File: src/sv/ose_pkg.sv
package ose_pkg;

    localparam int OPCODE_W = 4;
    localparam int VALUE_W  = 32;
    localparam int COUNT_W  = 7;
    localparam int DEPTH_W  = 7;
    localparam int STATUS_W = 2;

    typedef enum logic [OPCODE_W-1:0] {
        OP_READ         = 4'd0,
        OP_PUSH         = 4'd1,
        OP_PUSH_UNDER   = 4'd2,
        OP_DUP          = 4'd3,
        OP_DUP_SECOND   = 4'd4,
        OP_SWAP         = 4'd5,
        OP_ROT          = 4'd6,
        OP_POP          = 4'd7,
        OP_POP_N        = 4'd8,
        OP_DROP_SECOND  = 4'd9,
        OP_DROP_N_UNDER = 4'd10
    } t_opcode;

    typedef enum logic [STATUS_W-1:0] {
        ST_OK    = 2'd0,
        ST_UNDER = 2'd1,
        ST_OVER  = 2'd2
    } t_status;

    typedef enum logic [2:0] {
        S_IDLE,
        S_READ,
        S_READ3,
        S_WRITE,
        S_COMMIT,
        S_FETCH,
        S_LOAD
    } t_state;

    // controller to datapath
    typedef struct packed {
        logic       accept;
        logic       rd_pair;
        logic       rd_third;
        logic       cap_pair;
        logic       cap_third;
        logic       wr_en;
        logic [1:0] wr_step;
        logic       commit;
        logic       load;
    } t_dp_cmd;

    // datapath to controller
    typedef struct packed {
        logic       err;
        logic       third;
        logic [1:0] n_wr;
    } t_dp_stat;

endpackage

File: src/sv/ose_intf.sv
interface ose_in_if import ose_pkg::*; ();
    logic                valid;
    logic                ready;
    logic [OPCODE_W-1:0] opcode;
    logic [VALUE_W-1:0]  value;
    logic [COUNT_W-1:0]  count;

    modport source (output valid, opcode, value, count, input ready);
    modport sink (input valid, opcode, value, count, output ready);
endinterface

interface ose_out_if import ose_pkg::*; ();
    logic                valid;
    logic                ready;
    logic [VALUE_W-1:0]  top_value;
    logic [VALUE_W-1:0]  second_value;
    logic [DEPTH_W-1:0]  depth_now;
    logic [STATUS_W-1:0] status;

    modport source (output valid, top_value, second_value, depth_now, status, input ready);
    modport sink (input valid, top_value, second_value, depth_now, status, output ready);
endinterface

File: src/sv/operand_stack_engine.sv
// operand stack of object handles: one operation word in, one result word out (top, second,
// depth, status). the entries live in a memory with one write port and two registered read
// ports, so an operation is a short sequence: read the top pair, read the third entry for
// rot, write each moved or new entry one per cycle, update the depth, re-read the new top
// pair and load the result register. an operation that fails with underflow or overflow
// leaves the stack untouched and goes from the first read straight to loading the result;
// read, pop, pop_n and other depth-only changes skip the write steps. the input side is
// ready again while a finished result waits in the output register. stack entries are not
// cleared at reset and need no clearing pass: only entries below the current depth are
// ever reported.
module operand_stack_engine import ose_pkg::*; #(
    parameter int STACK_DEPTH  = 64,
    parameter int HANDLE_WIDTH = 32
) (
    input  logic      i_clk,
    input  logic      i_rst_n,
    ose_in_if.sink    i_in,
    ose_out_if.source o_out
);

    t_dp_cmd  dp_cmd;
    t_dp_stat dp_stat;

    ose_ctrl u_ctrl (
        .i_clk       (i_clk),
        .i_rst_n     (i_rst_n),
        .i_in_valid  (i_in.valid),
        .o_in_ready  (i_in.ready),
        .o_out_valid (o_out.valid),
        .i_out_ready (o_out.ready),
        .i_stat      (dp_stat),
        .o_cmd       (dp_cmd)
    );

    ose_datapath #(
        .STACK_DEPTH  (STACK_DEPTH),
        .HANDLE_WIDTH (HANDLE_WIDTH)
    ) u_datapath (
        .i_clk          (i_clk),
        .i_rst_n        (i_rst_n),
        .i_cmd          (dp_cmd),
        .o_stat         (dp_stat),
        .i_opcode       (i_in.opcode),
        .i_value        (i_in.value),
        .i_count        (i_in.count),
        .o_top_value    (o_out.top_value),
        .o_second_value (o_out.second_value),
        .o_depth_now    (o_out.depth_now),
        .o_status       (o_out.status)
    );

endmodule

File: src/sv/ose_datapath.sv
module ose_datapath import ose_pkg::*; #(
    parameter int STACK_DEPTH  = 64,
    parameter int HANDLE_WIDTH = 32
) (
    input  logic                i_clk,
    input  logic                i_rst_n,
    input  t_dp_cmd             i_cmd,
    output t_dp_stat            o_stat,
    input  logic [OPCODE_W-1:0] i_opcode,
    input  logic [VALUE_W-1:0]  i_value,
    input  logic [COUNT_W-1:0]  i_count,
    output logic [VALUE_W-1:0]  o_top_value,
    output logic [VALUE_W-1:0]  o_second_value,
    output logic [DEPTH_W-1:0]  o_depth_now,
    output logic [STATUS_W-1:0] o_status
);

    localparam int AW = $clog2(STACK_DEPTH);
    localparam int DW = $clog2(STACK_DEPTH + 1);
    localparam int NW = ((DW > COUNT_W) ? DW : COUNT_W) + 1;
    localparam int HW = HANDLE_WIDTH;

    logic [HW-1:0] mem [STACK_DEPTH];

    t_opcode            r_op;
    logic [HW-1:0]      r_val;
    logic [COUNT_W-1:0] r_cnt;
    logic [DW-1:0]      r_depth;
    logic [DW-1:0]      n_depth;
    logic [HW-1:0]      r_t0;
    logic [HW-1:0]      r_t1;
    logic [HW-1:0]      r_t2;
    logic [HW-1:0]      r_rd0;
    logic [HW-1:0]      r_rd1;
    t_status            r_status;
    logic [VALUE_W-1:0] r_top;
    logic [VALUE_W-1:0] r_second;
    logic [DEPTH_W-1:0] r_depth_out;
    t_status            r_status_out;

    logic [NW-1:0] need;
    logic          grow;
    logic          room;
    logic          third;
    logic [1:0]    n_wr;
    t_status       status_now;

    logic [DW-1:0] d_m1;
    logic [DW-1:0] d_m2;
    logic [DW-1:0] d_m3;
    logic [DW-1:0] d_mn;
    logic [DW-1:0] rd_addr;
    logic [DW-1:0] wr_addr;
    logic [HW-1:0] wr_data;

    assign d_m1 = r_depth - DW'(1);
    assign d_m2 = r_depth - DW'(2);
    assign d_m3 = r_depth - DW'(3);
    // count is below depth whenever this address is used
    assign d_mn = d_m1 - DW'(r_cnt);

    // entry demand and growth per operation
    always_comb begin
        need  = '0;
        grow  = 1'b0;
        third = 1'b0;
        n_wr  = 2'd0;
        case (r_op)
            OP_PUSH: begin
                grow = 1'b1;
                n_wr = 2'd1;
            end
            OP_PUSH_UNDER: begin
                need = NW'(1);
                grow = 1'b1;
                n_wr = 2'd2;
            end
            OP_DUP: begin
                need = NW'(1);
                grow = 1'b1;
                n_wr = 2'd1;
            end
            OP_DUP_SECOND: begin
                need = NW'(2);
                grow = 1'b1;
                n_wr = 2'd1;
            end
            OP_SWAP: begin
                need = NW'(2);
                n_wr = 2'd2;
            end
            OP_ROT: begin
                need  = NW'(3);
                third = 1'b1;
                n_wr  = 2'd3;
            end
            OP_POP: begin
                need = NW'(1);
            end
            OP_POP_N: begin
                need = NW'(r_cnt);
            end
            OP_DROP_SECOND: begin
                need = NW'(2);
                n_wr = 2'd1;
            end
            OP_DROP_N_UNDER: begin
                need = NW'(r_cnt) + NW'(1);
                n_wr = 2'd1;
            end
            default: begin
                need = '0;
            end
        endcase
        room = (r_depth != DW'(STACK_DEPTH));
        if (NW'(r_depth) < need) begin
            status_now = ST_UNDER;
        end else if (grow && !room) begin
            status_now = ST_OVER;
        end else begin
            status_now = ST_OK;
        end
    end

    assign o_stat.err   = (status_now != ST_OK);
    assign o_stat.third = third;
    assign o_stat.n_wr  = n_wr;

    // one entry written per step
    always_comb begin
        wr_addr = r_depth;
        wr_data = r_t0;
        case (r_op)
            OP_PUSH: begin
                wr_data = r_val;
            end
            OP_PUSH_UNDER: begin
                if (i_cmd.wr_step != 2'd0) begin
                    wr_addr = d_m1;
                    wr_data = r_val;
                end
            end
            OP_DUP_SECOND: begin
                wr_data = r_t1;
            end
            OP_SWAP: begin
                if (i_cmd.wr_step == 2'd0) begin
                    wr_addr = d_m1;
                    wr_data = r_t1;
                end else begin
                    wr_addr = d_m2;
                    wr_data = r_t0;
                end
            end
            OP_ROT: begin
                if (i_cmd.wr_step == 2'd0) begin
                    wr_addr = d_m1;
                    wr_data = r_t2;
                end else if (i_cmd.wr_step == 2'd1) begin
                    wr_addr = d_m2;
                    wr_data = r_t0;
                end else begin
                    wr_addr = d_m3;
                    wr_data = r_t1;
                end
            end
            OP_DROP_SECOND: begin
                wr_addr = d_m2;
            end
            OP_DROP_N_UNDER: begin
                wr_addr = d_mn;
            end
            default: begin
                wr_addr = r_depth;
            end
        endcase
    end

    always_comb begin
        case (r_op)
            OP_PUSH, OP_PUSH_UNDER, OP_DUP, OP_DUP_SECOND: n_depth = r_depth + DW'(1);
            OP_POP, OP_DROP_SECOND:                        n_depth = d_m1;
            OP_POP_N, OP_DROP_N_UNDER:                     n_depth = r_depth - DW'(r_cnt);
            default:                                       n_depth = r_depth;
        endcase
    end

    assign rd_addr = i_cmd.rd_third ? d_m3 : d_m1;

    always_ff @(posedge i_clk) begin
        if (i_cmd.wr_en) begin
            mem[wr_addr[AW-1:0]] <= wr_data;
        end
        if (i_cmd.rd_pair || i_cmd.rd_third) begin
            r_rd0 <= mem[rd_addr[AW-1:0]];
            r_rd1 <= mem[d_m2[AW-1:0]];
        end
    end

    always_ff @(posedge i_clk) begin
        if (!i_rst_n) begin
            r_depth <= '0;
        end else if (i_cmd.commit) begin
            r_depth <= n_depth;
        end
    end

    always_ff @(posedge i_clk) begin
        if (i_cmd.accept) begin
            r_op  <= t_opcode'(i_opcode);
            r_val <= HW'(i_value);
            r_cnt <= i_count;
        end
        if (i_cmd.cap_pair) begin
            r_t0     <= r_rd0;
            r_t1     <= r_rd1;
            r_status <= status_now;
        end
        if (i_cmd.cap_third) begin
            r_t2 <= r_rd0;
        end
        if (i_cmd.load) begin
            r_top        <= (r_depth != '0) ? VALUE_W'(r_rd0) : '0;
            r_second     <= (r_depth > DW'(1)) ? VALUE_W'(r_rd1) : '0;
            r_depth_out  <= DEPTH_W'(r_depth);
            r_status_out <= r_status;
        end
    end

    assign o_top_value    = r_top;
    assign o_second_value = r_second;
    assign o_depth_now    = r_depth_out;
    assign o_status       = r_status_out;

endmodule

File: src/sv/ose_ctrl.sv
module ose_ctrl import ose_pkg::*; (
    input  logic     i_clk,
    input  logic     i_rst_n,
    input  logic     i_in_valid,
    output logic     o_in_ready,
    output logic     o_out_valid,
    input  logic     i_out_ready,
    input  t_dp_stat i_stat,
    output t_dp_cmd  o_cmd
);

    t_state     r_state;
    t_state     n_state;
    logic [1:0] r_step;
    logic [1:0] n_step;
    logic       r_out_valid;
    logic       n_out_valid;

    always_comb begin
        n_state = r_state;
        n_step  = r_step;
        case (r_state)
            S_IDLE: begin
                if (i_in_valid) begin
                    n_state = S_READ;
                end
            end
            S_READ: begin
                n_step = 2'd0;
                if (i_stat.err) begin
                    // stack untouched, top pair already read
                    n_state = S_LOAD;
                end else if (i_stat.third) begin
                    n_state = S_READ3;
                end else if (i_stat.n_wr != 2'd0) begin
                    n_state = S_WRITE;
                end else begin
                    n_state = S_COMMIT;
                end
            end
            S_READ3: begin
                n_state = S_WRITE;
            end
            S_WRITE: begin
                if (r_step == i_stat.n_wr - 2'd1) begin
                    n_state = S_COMMIT;
                end else begin
                    n_step = r_step + 2'd1;
                end
            end
            S_COMMIT: begin
                n_state = S_FETCH;
            end
            S_FETCH: begin
                n_state = S_LOAD;
            end
            S_LOAD: begin
                if (!r_out_valid || i_out_ready) begin
                    n_state = S_IDLE;
                end
            end
            default: begin
                n_state = S_IDLE;
            end
        endcase
    end

    always_comb begin
        o_cmd = '0;
        case (r_state)
            S_IDLE: begin
                o_cmd.accept  = i_in_valid;
                o_cmd.rd_pair = i_in_valid;
            end
            S_READ: begin
                o_cmd.cap_pair = 1'b1;
                o_cmd.rd_third = i_stat.third && !i_stat.err;
            end
            S_READ3: begin
                o_cmd.cap_third = 1'b1;
            end
            S_WRITE: begin
                o_cmd.wr_en   = 1'b1;
                o_cmd.wr_step = r_step;
            end
            S_COMMIT: begin
                o_cmd.commit = 1'b1;
            end
            S_FETCH: begin
                o_cmd.rd_pair = 1'b1;
            end
            S_LOAD: begin
                o_cmd.load = !r_out_valid || i_out_ready;
            end
            default: begin
                o_cmd = '0;
            end
        endcase

        n_out_valid = r_out_valid;
        if (i_out_ready) begin
            n_out_valid = 1'b0;
        end
        if (o_cmd.load) begin
            n_out_valid = 1'b1;
        end
    end

    always_ff @(posedge i_clk) begin
        if (!i_rst_n) begin
            r_state     <= S_IDLE;
            r_step      <= 2'd0;
            r_out_valid <= 1'b0;
        end else begin
            r_state     <= n_state;
            r_step      <= n_step;
            r_out_valid <= n_out_valid;
        end
    end

    assign o_in_ready  = (r_state == S_IDLE);
    assign o_out_valid = r_out_valid;

endmodule

File: src/flat_wrapper.sv
// flat-port wrapper written by rule: the top's interface ports become plain ports
module operand_stack_engine_flat import ose_pkg::*;
#(
    parameter int STACK_DEPTH  = 64,
    parameter int HANDLE_WIDTH = 32
)
  (i_clk, i_rst_n, i_in_valid, i_in_opcode, i_in_value, i_in_count, i_in_ready, o_out_valid, o_out_top_value, o_out_second_value, o_out_depth_now, o_out_status, o_out_ready);
  ose_in_if i_in_i ();
  ose_out_if o_out_i ();
  input  logic i_clk;
  input  logic i_rst_n;
  input wire logic [$bits(i_in_i.valid)-1:0] i_in_valid;
  input wire logic [$bits(i_in_i.opcode)-1:0] i_in_opcode;
  input wire logic [$bits(i_in_i.value)-1:0] i_in_value;
  input wire logic [$bits(i_in_i.count)-1:0] i_in_count;
  output wire logic [$bits(i_in_i.ready)-1:0] i_in_ready;
  output wire logic [$bits(o_out_i.valid)-1:0] o_out_valid;
  output wire logic [$bits(o_out_i.top_value)-1:0] o_out_top_value;
  output wire logic [$bits(o_out_i.second_value)-1:0] o_out_second_value;
  output wire logic [$bits(o_out_i.depth_now)-1:0] o_out_depth_now;
  output wire logic [$bits(o_out_i.status)-1:0] o_out_status;
  input wire logic [$bits(o_out_i.ready)-1:0] o_out_ready;
  assign i_in_i.valid = i_in_valid;
  assign i_in_i.opcode = i_in_opcode;
  assign i_in_i.value = i_in_value;
  assign i_in_i.count = i_in_count;
  assign i_in_ready = i_in_i.ready;
  assign o_out_valid = o_out_i.valid;
  assign o_out_top_value = o_out_i.top_value;
  assign o_out_second_value = o_out_i.second_value;
  assign o_out_depth_now = o_out_i.depth_now;
  assign o_out_status = o_out_i.status;
  assign o_out_i.ready = o_out_ready;
  operand_stack_engine #(.STACK_DEPTH(STACK_DEPTH), .HANDLE_WIDTH(HANDLE_WIDTH)) u_core (.i_clk(i_clk), .i_rst_n(i_rst_n), .i_in(i_in_i), .o_out(o_out_i));
endmodule
File: config.mk
export PLATFORM = sky130hd
export DESIGN_NAME = operand_stack_engine_flat
export DESIGN_NICKNAME = d
export VERILOG_FILES = /design/src/sv/ose_pkg.sv /design/src/sv/ose_intf.sv /design/src/sv/operand_stack_engine.sv /design/src/sv/ose_datapath.sv /design/src/sv/ose_ctrl.sv /design/src/flat_wrapper.sv
export SDC_FILE = /design/constraint.sdc
export NUM_CORES = 2
export LEC_CHECK = 0
export ABC_CLOCK_PERIOD_IN_PS = 7400
export BUFFER_PORTS_ARGS = -buffer_cell sky130_fd_sc_hd__buf_4
export CAP_MARGIN = 20
export CORE_MARGIN = 5
export CORE_UTILIZATION = 55
export CTS_CLUSTER_SIZE = 40
export DETAILED_ROUTE_END_ITERATION = 7
export PLACE_DENSITY = 0.71
export SLEW_MARGIN = 10
export SYNTH_ARGS = -nofsm -noshare
export SYNTH_HDL_FRONTEND = slang
export SYNTH_HIERARCHICAL = 1
export SYNTH_SLANG_ARGS = --single-unit
File: constraint.sdc
create_clock -name i_clk -period 7.4 [get_ports i_clk]
set_input_delay 1.11 -clock i_clk [delete_from_list [all_inputs] [get_ports i_clk]]
set_output_delay 1.11 -clock i_clk [all_outputs]
set_load 0.05 [all_outputs]
---- After elaboration in Yosys (flattened, before gate mapping) ----
Memories as Yosys holds them, arrays and structs flattened. A register that Yosys moved wholly into a read port is not among the register bits.
Index checks and enable logic that the tools add are counted.
operators by class
  $lt $le $gt $ge ......................... 2
  add/sub/neg operators ................... 9
  mux-type cells .......................... 38
  equal/unequal tests ..................... 23
  reductions and logical operators ........ 26
operators with widths
  cell                                                           count
  one-hot mux 32 bit (5 select lines)                            1
  2-to-1 mux 32 bit                                              4
  one-hot mux 8 bit (5 select lines)                             1
  2-to-1 mux 6 bit                                               5
  one-hot mux 6 bit (5 select lines)                             1
  2-to-1 mux 3 bit                                               7
  one-hot mux 3 bit (7 select lines)                             1
  one-hot mux 7 bit (3 select lines)                             1
  == test 4 x 3 -> 1 bit, second input constant                  4
  == test 4 bit, second input constant                           3
  subtractor 6 x 2 -> 6 bit, second input constant               2
  2-to-1 mux 1 bit                                               10
  nonzero test 2 bit                                             5
  == test 3 bit, second input constant                           3
  adder 7 x 1 -> 8 bit, second input constant                    1
  == test 4 x 2 -> 1 bit, second input constant                  2
  < comparator 7 x 8 -> 1 bit                                    1
  2-to-1 mux 2 bit                                               4
  != test 2 bit, second input constant                           4
  adder 7 x 1 -> 7 bit, second input constant                    1
  greater-than comparator 7 x 1 -> 1 bit, second input constant  1
  != test 7 bit, second input constant                           1
  nonzero test 7 bit                                             1
  subtractor 7 x 1 -> 7 bit, second input constant               1
  other kinds (24)                                               33
word-level totals
  bits in writable memories ............... 2,048
  word-level logic and storage cells ...... 114
  memories ................................ 1
  register bits ........................... 227
  output and inout bits ................... 75
memory list
  memory                 depth  bits a word  rd ports  clocked after Yosys merged registers in  write ports  RTL line            source
  u_core.u_datapath.mem  64     32           2         2                                        1            ose_datapath.sv:23  logic [HW-1:0] mem [STACK_DEPTH];

---- Depth between registers and ports, before layout ----
  word-level depth ........................ 11
  gate-level depth with buffers ........... 23

---- By module ----
Netlist, hierarchy kept.
by module, submodules not included
  module        times used  area each (um^2)  seq. area each (um^2)  cells an instance
  ose_datapath  1           106,414.6         69,987.1               4,961
  ose_ctrl      1           504.2             120.1                  67

---- Least setup slack after synthesis ----
OpenSTA, ideal clock, no wires.
  path kind ............................... register to register
  start point ............................. reg u_core.u_datapath.r_depth[0]
  end point ............................... mem u_core/u_datapath/mem[59][0] (netlist bit) (enable)
  required time ........................... 6.898 ns
  path slack .............................. 0.819 ns
  cell stages (with the launch flop) ...... 15
  arrival ................................. 6.080 ns
  period minus slack after synthesis ...... 6.581 ns
  cells stage by stage .................... dfxtp_1 > buf_4 > inv_2 > buf_2 > buf_2 > ha_1 > buf_2 > nor3b_1 > xor2_1 > ha_1 > o21ai_0 > a211o_1 > and3_1 > buf_6 > nor4_1
between the ends
  word-level cells in the longest chain between the ends .. 4
  elaborated cells on any way between the ends .. 9
ends and longest elaborated chain
  item                                                               RTL line             source
  start, declared                                                    ose_datapath.sv:28   logic [DW-1:0] r_depth;
  start signal, assigned                                             ose_datapath.sv:204  r_depth <= n_depth;
  branches (longest 3 deep; another with subtractor 7 x 1 -> 7 bit)  --
  one-hot mux 6 bit (5 select lines) *                               ose_datapath.sv:133  case (r_op)
  end, declared                                                      ose_datapath.sv:23
Every way passes the cells marked *.

==> flow_summary.yaml <==
status:
  run_status: "completed"
grt:
  grt_pass1_vias: 58200
  grt_pass1_wl_um: 452000
  use_met2: 0.481
  grt.overflow.total: 0
  grt_start_max_net_pins: 146
  grtUsageMet1: 0.447
  grt_use_met3: 0.0925
  top_usage_layer: "met2"
  grtUsageTotal: 0.318
  grt_antenna_before_repair: 15
setup_path:
  slowest_delay_ns: 0.77
  critPathSlowestCell: "edfxtp_1"
  cp.required_ns: 8.01
  reg2reg_depth: 19
  cp_num_buf_inv: 3
  end_kind: "flip-flop"
  crit_type: "reg2reg"
  crit_cells: 19
  arrival_ns: 6.78
  crit_path_start_kind: "flip-flop"
  critPathTopFamily: "simple AND/OR/NAND/NOR gates"
  path_max_fanout: 71
  cp_cell_sequence: "nand2b_1 > nor2_1 > nand2_1 > ha_1 > o21ai_0 > nand2b_1 > a21oi_1 > a41oi_1 > nand3b_1 > nor4b_2 > buf_4 > xor2_4 > buf_12 > buf_4 > mux4_2 > mux2i_1 > mux2i_1 > a22oi_1 > nand2_1"
floorplanning:
  row_count: 161
  core-area_um2: 193000
  die_w_um: 451
  die-area_um2: 203000
  io_pins: 122
  initial_core_util: 0.554
  dieHeight_um: 451
detailed_routing:
  wl_um: 323000
  vias_per_cell: 7.38
  drtAntennaViolNets: 0
  drt_pass1_iterations: 8
  drc: 0
  drt_iter0_markers: 9257
  wl_per_cell_um: 40.6
  detailroute.via_count: 58800
power_and_ir_drop:
  powerDensity_nw_per_um2: 358
  power_leakage_uw: 0.0394
  peakVddDrop_mv: 0.333
  power_uw: 42900
synth:
  synth_top_area_cell: "edfxtp_1"
  synth_edf_count: 2326
  synth_nets: 5103
  netlist_top_cells_area: "edfxtp_1 (65%), mux4_2 (25%), mux2i_1 (3.7%)"
  ys_warn_count: 6
  async_reset_ff_frac: 0
  synth_area_per_cell_um2: 21.3
  synth_cell_types: 76
  syn-cell-area_um2: 107000
  yosys_most_used_dff: "edfxtp_1"
  yosysTopAreaCellShare: 0.653
  yosys_register_bits: 2339
  yosysSeqAreaShare: 0.656
  synth_cells: 5028
clock_network:
  cts_root_buf: "clkbuf_16"
  htreeDepth: 4
  ctsHoldBuffers: 0
  post_cts_buffers: 0
  cts_tree: "built"
  cts.sinks: 2339
  cts_resized: 0
  cts_max_path_buffers: 3
  cts_buffers: 233
  clkTransAtPathRegs_ns: 0.06
  worstSkewPairLatency_ns: 0.87
timing:
  period_share: 0.834
  max_freq_mhz: 162
  rsz0062_at_grt: "no"
  hold_ws_ns: 0.410
  worst_pin_slew_ns: 1.21
  drv_slew: 0
  final-hold-violation-count: 0
  slew_headroom: 0.195
  fin_skew_ns: 0.0460
  period_minus_slack_ns: 6.17
  setup_violations: 0
  tns_ns: 0
placement:
  dp_hpwl_um: 180000
  gp_congestion: 0.871
  port_buffers: 121
layout:
  final_common_cell: "edfxtp_1"
  drive_gt1_frac: 0.361
  syn_to_final_growth_pct: 12.0
  final_nets: 5308
  final_cell_mix: "edfxtp_1 (2,326), mux4_2 (1,175), mux2i_1 (396), buf_4 (294), clkbuf_16 (234)"
run:
  drv_cap: 0
hold_path:
  worstHoldPathType: "in2reg"
  holdPathStages: 1
layer usage:
layer	up-vias	wire, um
met3	695	44800
met5	-	318
met4	10	13500
met2	4463	149000
li1	22300	-
met1	31300	115000
worst paths after layout:
path                                           startpoint                                       to  slack, ns
setup / recovery      u_core/u_datapath/r_op[2]$_DFFE_PP_    u_core/u_datapath/r_rd0[18]$_DFFE_PP_       1.23
hold / removal                              i_in_value[4]     u_core/u_datapath/r_val[4]$_DFFE_PP_       0.41
setup reg to reg      u_core/u_datapath/r_op[2]$_DFFE_PP_    u_core/u_datapath/r_rd0[18]$_DFFE_PP_       1.23
hold reg to reg   u_core/u_datapath/r_status[0]$_DFFE_PP_  u_core/u_datapath/o_status[0]$_DFFE_PP_       0.42
state kept, by name (all words and copies together), names as in the netlist, 2 cells and up:
signal / flops
u_core/u_datapath/mem: 2048
u_core/u_datapath/o_second_value: 32
u_core/u_datapath/o_top_value: 32
u_core/u_datapath/r_rd0: 32
u_core/u_datapath/r_rd1: 32
u_core/u_datapath/r_t0: 32
u_core/u_datapath/r_t1: 32
u_core/u_datapath/r_t2: 32
u_core/u_datapath/r_val: 32
u_core/u_datapath/o_depth_now: 7
u_core/u_datapath/r_cnt: 7
u_core/u_datapath/r_depth: 7
u_core/u_datapath/r_op: 4
u_core/u_ctrl/r_state: 3
u_core/u_ctrl/r_step: 2
u_core/u_datapath/o_status: 2
u_core/u_datapath/r_status: 2
Yosys cell counts, drive strengths merged (13+ instances only):
cell and count:
buf 196, edfxtp 2326, nand2 135, o21ai 25, inv 28, clkbuf 178
and2 70, nand2b 13, mux2i 397, mux4 1177, a222oi 30, a211oi 14
xor2 14, nor2 78, xnor2 21, ha 26, dfxtp 13, nor3 45
a21oi 32, a22oi 65
metrics by stage:
stage                     instances  area (um2)   util  setup WS [ns]
after floorplan                5028      107000      -          0.819
after detailed placement       7519      112000  0.581           1.39
after global routing           7960      120000  0.621          0.936
after global placement         7517      112000  0.581           1.41
after CTS                      7955      120000  0.620           1.32
final                          7966      120000  0.621           1.23
cells by family after synthesis:
kind of cell,Yosys count,synth area share
AO/OA/AOI/OAI,229,0.0157
XOR/XNOR,36,0.00308
adder cells (fa/ha/maj),28,0.00342
buffers and inverters,402,0.0168
flip-flops,2339,0.656
multiplexers,1574,0.285
AND/OR/NAND/NOR,420,0.0201
power breakdown:
group	switching, uW	internal, uW
combinational	8380	4970
clock	5140	6510
sequential	486	17400
total	14000	28900
layout make-up:
| cell class | instances | area [um2] |
|---|---|---|
| fillers | 13100 | 73200 |
| flip-flops and latches | 2339 | 70100 |
| multi-input cells | 2287 | 35700 |
| clock buffers | 279 | 6020 |
| repair buffers | 344 | 3200 |
| well taps | 2526 | 3160 |
| clock inverters | 157 | 1450 |
| inverters | 28 | 113 |
| diodes | 6 | 15.0 |
worst register-to-register path, stage by stage (launching register included):
cell	delay, ns
edfxtp_1	0.77
nand2b_1	0.43
nor2_1	0.33
nand2_1	0.11
ha_1	0.29
o21ai_0	0.08
nand2b_1	0.08
a21oi_1	0.07
a41oi_1	0.23
nand3b_1	0.22
nor4b_2	0.31
buf_4	0.26
xor2_4	0.67
buf_12	0.43
buf_4	0.47
mux4_2	0.36
mux2i_1	0.20
mux2i_1	0.11
a22oi_1	0.41
nand2_1	0.08
(Power assumes the default switching activity.)
